==> src/hdl/grid_min_cost_path_macros.svh <==
// Assertion macros for the grid minimum cost path block.
`ifndef GRID_MIN_COST_PATH_MACROS_SVH
`define GRID_MIN_COST_PATH_MACROS_SVH

`ifndef SYNTHESIS
`define GMCP_ASSERT_SAME(label, ant, cons, msg) \
    label: assert property (@(posedge i_clk) disable iff (!i_rst_n) (ant) |-> (cons)) \
        else $error(msg);
`define GMCP_ASSERT_NEXT(label, ant, cons, msg) \
    label: assert property (@(posedge i_clk) disable iff (!i_rst_n) (ant) |=> (cons)) \
        else $error(msg);
`else
`define GMCP_ASSERT_SAME(label, ant, cons, msg)
`define GMCP_ASSERT_NEXT(label, ant, cons, msg)
`endif

`endif

==> src/hdl/gmcp_pkg.sv <==
// Shared types and constants of the grid minimum cost path block.
package gmcp_pkg;

    localparam int DIST_W = 18;
    localparam logic [DIST_W-1:0] DIST_ONES = {DIST_W{1'b1}};
    localparam int CFG_W = 8;

    typedef enum logic [2:0] {
        ST_LOAD,
        ST_SWEEP,
        ST_DRAIN,
        ST_CHECK,
        ST_DONE
    } t_gmcp_state;

    typedef struct packed {
        logic active;
        logic first;
        logic has_a;
        logic has_b;
        logic origin;
        logic last;
        logic clr;
    } t_sweep_ctrl;

    typedef struct packed {
        logic              changed;
        logic [DIST_W-1:0] result;
    } t_relax_stat;

endpackage

==> src/hdl/gmcp_seq.sv <==
// Sequencer for grid loading, alternating sweeps and the result register.
module gmcp_seq
    import gmcp_pkg::*;
#(
    parameter int MAX_SIDE = 128
) (
    input  logic                                 i_clk,
    input  logic                                 i_rst_n,
    input  logic                                 i_cfg_we,
    input  logic [CFG_W-1:0]                     i_cfg_data,
    input  logic                                 i_in_valid,
    output logic                                 o_in_stall,
    output logic                                 o_out_valid,
    input  logic                                 i_out_stall,
    output logic [DIST_W-1:0]                    o_path_cost,
    input  t_relax_stat                          i_stat,
    output t_sweep_ctrl                          o_ctrl,
    output logic [$clog2(MAX_SIDE*MAX_SIDE)-1:0] o_addr,
    output logic [$clog2(MAX_SIDE*MAX_SIDE)-1:0] o_nb_addr,
    output logic                                 o_cost_we
);

    localparam int ADDR_W = $clog2(MAX_SIDE * MAX_SIDE);
    localparam int SIDE_W = $clog2(MAX_SIDE + 1);
    localparam int ROW_W  = $clog2(MAX_SIDE);

    t_gmcp_state       r_state, n_state;
    logic [CFG_W-1:0]  r_side;
    logic [ROW_W-1:0]  r_row, n_row;
    logic [ROW_W-1:0]  r_col, n_col;
    logic [ADDR_W-1:0] r_addr, n_addr;
    logic              r_fwd, n_fwd;
    logic              r_first, n_first;
    logic              r_quiet, n_quiet;
    logic              r_out_valid, n_out_valid;
    logic [DIST_W-1:0] r_out_data, n_out_data;

    logic [CFG_W:0]    w_side_ext;
    logic [SIDE_W-1:0] w_side;
    logic [ROW_W-1:0]  w_side_m1;
    logic [ADDR_W-1:0] w_side_addr;
    logic              w_at_end;
    logic              w_at_origin;
    logic              w_load_acc;
    logic              w_out_free;
    logic              w_stop;
    logic [ROW_W-1:0]  w_fwd_row, w_fwd_col, w_bwd_row, w_bwd_col;

    always_comb begin
        w_side_ext = (r_side == '0) ? (CFG_W+1)'(1) : {1'b0, r_side};
        if (w_side_ext > (CFG_W+1)'(MAX_SIDE)) begin
            w_side = SIDE_W'(MAX_SIDE);
        end else begin
            w_side = SIDE_W'(w_side_ext);
        end
        w_side_m1   = ROW_W'(w_side - SIDE_W'(1));
        w_side_addr = ADDR_W'(w_side);
        w_at_end    = (r_row == w_side_m1) && (r_col == w_side_m1);
        w_at_origin = (r_row == '0) && (r_col == '0);
        w_load_acc  = (r_state == ST_LOAD) && i_in_valid;
        w_out_free  = !r_out_valid || !i_out_stall;
        w_stop      = !i_stat.changed && !r_first && r_quiet;
        if (r_col == w_side_m1) begin
            w_fwd_col = '0;
            w_fwd_row = r_row + ROW_W'(1);
        end else begin
            w_fwd_col = r_col + ROW_W'(1);
            w_fwd_row = r_row;
        end
        if (r_col == '0) begin
            w_bwd_col = w_side_m1;
            w_bwd_row = r_row - ROW_W'(1);
        end else begin
            w_bwd_col = r_col - ROW_W'(1);
            w_bwd_row = r_row;
        end
    end

    always_comb begin
        n_state = r_state;
        case (r_state)
            ST_LOAD: begin
                if (w_load_acc && w_at_end && !i_cfg_we) begin
                    n_state = ST_SWEEP;
                end
            end
            ST_SWEEP: begin
                if (r_fwd ? w_at_end : w_at_origin) begin
                    n_state = ST_DRAIN;
                end
            end
            ST_DRAIN: n_state = ST_CHECK;
            ST_CHECK: n_state = w_stop ? ST_DONE : ST_SWEEP;
            ST_DONE: begin
                if (w_out_free) begin
                    n_state = ST_LOAD;
                end
            end
            default: n_state = ST_LOAD;
        endcase
    end

    always_comb begin
        o_ctrl        = '0;
        o_ctrl.active = (r_state == ST_SWEEP);
        o_ctrl.first  = r_first;
        o_ctrl.has_a  = r_fwd ? (r_row != '0) : (r_row != w_side_m1);
        o_ctrl.has_b  = r_fwd ? (r_col != '0) : (r_col != w_side_m1);
        o_ctrl.origin = w_at_origin;
        o_ctrl.last   = w_at_end;
        o_ctrl.clr    = (r_state == ST_CHECK) && !w_stop;
        o_in_stall    = (r_state != ST_LOAD);
        o_cost_we     = w_load_acc;
        o_addr        = r_addr;
        o_nb_addr     = r_fwd ? (r_addr - w_side_addr) : (r_addr + w_side_addr);
        o_out_valid   = r_out_valid;
        o_path_cost   = r_out_data;
    end

    always_comb begin
        n_row       = r_row;
        n_col       = r_col;
        n_addr      = r_addr;
        n_fwd       = r_fwd;
        n_first     = r_first;
        n_quiet     = r_quiet;
        n_out_valid = r_out_valid && i_out_stall;
        n_out_data  = r_out_data;
        case (r_state)
            ST_LOAD: begin
                if (w_load_acc) begin
                    if (w_at_end) begin
                        n_row   = '0;
                        n_col   = '0;
                        n_addr  = '0;
                        n_fwd   = 1'b1;
                        n_first = 1'b1;
                        n_quiet = 1'b0;
                    end else begin
                        n_row  = w_fwd_row;
                        n_col  = w_fwd_col;
                        n_addr = r_addr + ADDR_W'(1);
                    end
                end
            end
            ST_SWEEP: begin
                if (r_fwd && !w_at_end) begin
                    n_row  = w_fwd_row;
                    n_col  = w_fwd_col;
                    n_addr = r_addr + ADDR_W'(1);
                end else if (!r_fwd && !w_at_origin) begin
                    n_row  = w_bwd_row;
                    n_col  = w_bwd_col;
                    n_addr = r_addr - ADDR_W'(1);
                end
            end
            ST_CHECK: begin
                if (!w_stop) begin
                    n_fwd   = !r_fwd;
                    n_first = 1'b0;
                    n_quiet = !i_stat.changed && !r_first;
                end
            end
            ST_DONE: begin
                if (w_out_free) begin
                    n_out_valid = 1'b1;
                    n_out_data  = i_stat.result;
                    n_row       = '0;
                    n_col       = '0;
                    n_addr      = '0;
                end
            end
            default: begin
            end
        endcase
        if (i_cfg_we) begin
            n_row  = '0;
            n_col  = '0;
            n_addr = '0;
        end
    end

    always_ff @(posedge i_clk) begin
        if (!i_rst_n) begin
            r_state     <= ST_LOAD;
            r_side      <= CFG_W'(1);
            r_row       <= '0;
            r_col       <= '0;
            r_addr      <= '0;
            r_fwd       <= 1'b1;
            r_first     <= 1'b0;
            r_quiet     <= 1'b0;
            r_out_valid <= 1'b0;
        end else begin
            r_state     <= n_state;
            r_row       <= n_row;
            r_col       <= n_col;
            r_addr      <= n_addr;
            r_fwd       <= n_fwd;
            r_first     <= n_first;
            r_quiet     <= n_quiet;
            r_out_valid <= n_out_valid;
            if (i_cfg_we) begin
                r_side <= i_cfg_data;
            end
        end
    end

    always_ff @(posedge i_clk) begin
        r_out_data <= n_out_data;
    end

endmodule

==> config.mk <==
export PLATFORM = sky130hd
export DESIGN_NAME = gmcp_seq
export DESIGN_NICKNAME = d
export VERILOG_FILES = /design/src/hdl/grid_min_cost_path_macros.svh /design/src/hdl/gmcp_pkg.sv /design/src/hdl/gmcp_seq.sv
export SDC_FILE = /design/constraint.sdc
export NUM_CORES = 1
export LEC_CHECK = 0
export BUFFER_PORTS_ARGS = -buffer_cell sky130_fd_sc_hd__buf_2
export CAP_MARGIN = 20
export CORE_MARGIN = 2
export CORE_UTILIZATION = 30
export DETAILED_ROUTE_END_ITERATION = 7
export PLACE_DENSITY = 0.5
export SKIP_CTS_REPAIR_TIMING = 1
export SYNTH_ARGS = -nofsm -noshare
export SYNTH_HDL_FRONTEND = slang
export SYNTH_SLANG_ARGS = --single-unit
==> constraint.sdc <==
create_clock -name i_clk -period 8.5 [get_ports i_clk]
set_input_delay 0 -clock i_clk [delete_from_list [all_inputs] [get_ports i_clk]]
set_output_delay 0 -clock i_clk [all_outputs]
set_load 0.005 [all_outputs]
==> results.txt <==
The path class of the tightest hold or removal check is primary input to register. Dominant cell type by area after synthesis: dfxtp_1. For the storage element area, the log shows 1400 µm². Wires add up to 13.9 mm. For the worst setup path, the data required time is 8730 ps. Per-cell via count in the routed design: 5.27.

Setup violations remaining at the end of the flow were counted as 0. Of all nets on the critical path, the largest fanout is 27. The congestion estimate from routability-driven global placement came to 0.860. Clock skew on the completed layout was measured at 11.4 ps. The tools report the final standard cell utilization of the core as 0.375. Port buffering added 87 buffers. In this run the mean area of a mapped cell was 8.25 µm².

After layout, the design draws a total of 1160 µW. The number of antenna diodes in the final layout is 0. The logs give 1 for the count of final hold-check violations and 429 µW for the net switching power figure. Setup slack closes at 3670 ps. Chip height: 129 µm. The flow ran to the end, but the final reports show violations.

The first-pass detailed-route iteration total was 4; the clock insertion delay at the later pin of the skew report was 340 ps. The multi-input logic area is 2920 µm², and the synthesized flop and latch total is 61. The final period demand of the worst path is 4830 ps, and the number of filler cells placed in the layout is 1549. The proportion of power drawn by combinational gates was 0.381. CTS buffer count: 9. Setup repair after global routing left no endpoint under its margin. TritonCTS built the clock tree. The area growth from synthesis to layout was 22.5%; the Yosys warning count was 0. The tree is rooted in a clkbuf_16. After technology mapping, the gate count stands at 564. The share of the clock period used by the worst path was 0.568; the share of total power in the clock network was 0.329. The run gives 0.323 as the relative max-transition margin. Entering global routing, the biggest net connects 28 pins.

The internal power of the cells totals 731 µW. The remaining antenna violation count is 0, and the register clock-pin slew on the reported worst setup and hold paths is 60 ps. For the I/O pin total, the log shows 88. In this run the power density over the cells is 204 nW/µm². The share of final-layout standard cells stronger than drive strength 1 is 0.198, and the number of rows created at floorplan is 45. The cell area that synthesis handed to floorplanning was 4650 µm². The sequential element share of the synthesized area was 0.301.

The synthesized design contains 18 enable-type register cells. The analysis attributes to cell leakage a power of 0.00230 µW. Across the VDD grid, the largest voltage drop is 0.0980 mV. The checks that failed: hold timing.

The critical path class was register to register. The share of flip-flops with an asynchronous set or reset after synthesis works out to 0. The effective utilization at floorplan is 0.306, and the number of nets in the final layout is 705. The critical path startpoint is r_side[7]. For the pin with the worst max-slew slack, the measured transition is 1010 ps. The startpoint identified for the worst hold timing path is i_rst_n. Once detailed placement completed, the half-perimeter wirelength came to 9.82 mm.

Area share of the leading cell type in the synthesized netlist: 0.185. The longest clock path from root to sink contains 2 buffers. The synthesized netlist contains 81 unique library cells.

The proportion of power drawn by flip-flops and latches is 0.289, and the highest achievable clock rate is 207 MHz. For the number of nets produced by synthesis, the log shows 618. The tools report the max capacitance violation total as 0. Sorting the synthesized cells by area gives the leading types as dfxtp_1, edfxtp_1, ha_1.

From left edge to right edge, the die measures 129 µm. After detailed routing, the average wire length per cell comes to 16.5 µm. The first global-routing pass estimated 21.6 mm of wire. The first routing iteration left 286 violations.

The H-tree was split into 3 levels. The total overflow left after global routing is 0. The number of max-slew violations in the final report was 0; the worst slack at placement was 3730 ps. The run gives 4105 as the via count of the first global-routing pass.

Data arrives at the worst endpoint at 5050 ps. The floorplan step defined a die boundary enclosing 16500 µm². Worst flop-to-flop path startpoint: r_side[7]. The startpoint type of the worst setup path is a register. The DRC violation count after routing was 0; the area inside the core boundary was 15200 µm². CTS saw 61 sinks.

The switching portion of total power was 0.370; the worst hold slack across all endpoints was -18.9 ps. For the number of antenna violations at the first check in global routing, the log shows 0. The most used flip-flop cell after synthesis is dfxtp_1.

The type of element capturing the critical path was a register. The tools report the global router's overall resource usage as 0.166. For the final routed database, the setup TNS stands at 0 ps.

Summing over every cut layer, the via total after detailed routing is 4444.
## critical path, cell delays in order (launching register included)
cell	delay, ps
dfxtp_1	790
or4_1	240
o22ai_2	120
inv_1	130
ha_1	350
or4b_2	620
o211ai_1	230
xnor2_1	170
o211ai_1	170
or2_4	310
or3_4	430
inv_6	100
o21ai_4	220
o22ai_2	520
o211ai_1	190
o41ai_1	110
## sequential cells by signal (all words and copies together), names as in the netlist, 3 cells and up
name and cells:
o_addr 14, o_path_cost 18, r_col 7, r_row 7, r_side 8, r_state 3
## worst paths after layout
kind                            endpoint  slack (ps)  cells after the start
worst max-delay path            r_row[2]        3670                     15
worst min-delay path               r_fwd         -20                      2
worst max register to register  r_row[2]        3670                     15
worst min register to register   r_first         500                      2
## synth_stat cells, types with 9 or more instances
cell type  instances
nor2_1            52
dfxtp_1           43
nand2_1           43
a21oi_1           42
o21ai_0           30
xnor2_1           26
inv_1             22
ha_1              21
nor3_1            19
edfxtp_1          18
clkbuf_1          16
nor2b_1           16
nand3_1           15
mux2i_1           10
nand2b_1           9
o22ai_1            9
or3_1              9
xor2_1             9
## metal layers
metal	global-route usage	part of all wire
met2	0.284	0.49
met3	0.0341	0.047
met5	0	0
met4	0.0595	0.020
met1	0.208	0.44
## layout make-up
type | instances | share of cell area
clock inverter | 6 | 0.0123
multi-input combinational | 437 | 0.513
inverter | 24 | 0.0167
timing repair buffer | 118 | 0.129
clock buffer | 10 | 0.0420
sequential | 61 | 0.246
tap | 188 | 0.0413
## stage by stage
stage	cells	hold slack (ps)	cell area, µm²
6_report	844	-18.9	5700
5_1_grt	844	11.9	5700
4_1_cts	817	-169	5430
3_5_place_dp	801	180	5120
3_3_place_gp	801	182	5120
2_1_floorplan	564	97.7	4650
## cells by family (layout without fill, tap and decap cells)
family          Yosys count  in the layout  synth area share
simple gates            210            210             0.237
compound gates          159            159             0.237
buf+inv                  66            158            0.0718
flops                    61             61             0.301
xor+xnor                 36             36            0.0708
fa+ha+maj                22             22            0.0608
mux                      10             10            0.0215
## placed cells by master, fill, tap and decap left out, types with 19 or more instances in the layout
cell type and instances:
a21oi_1 41, buf_2 87, dlygate4sd3_1 27, nand2_1 43, o21ai_0 30, nor3_1 19, dfxtp_1 43, nor2_1 52
inv_1 22, ha_1 21, xnor2_1 26
## power groups by stage
stage	sequential, µW	combinational [µW]	clock [µW]
after global placement	341	432	0
after CTS	335	436	391
after detailed placement	341	433	0
final	335	442	382
after floorplan	329	332	0
after global routing	338	494	405
Note: power is estimated with default switching activity, not from simulation.
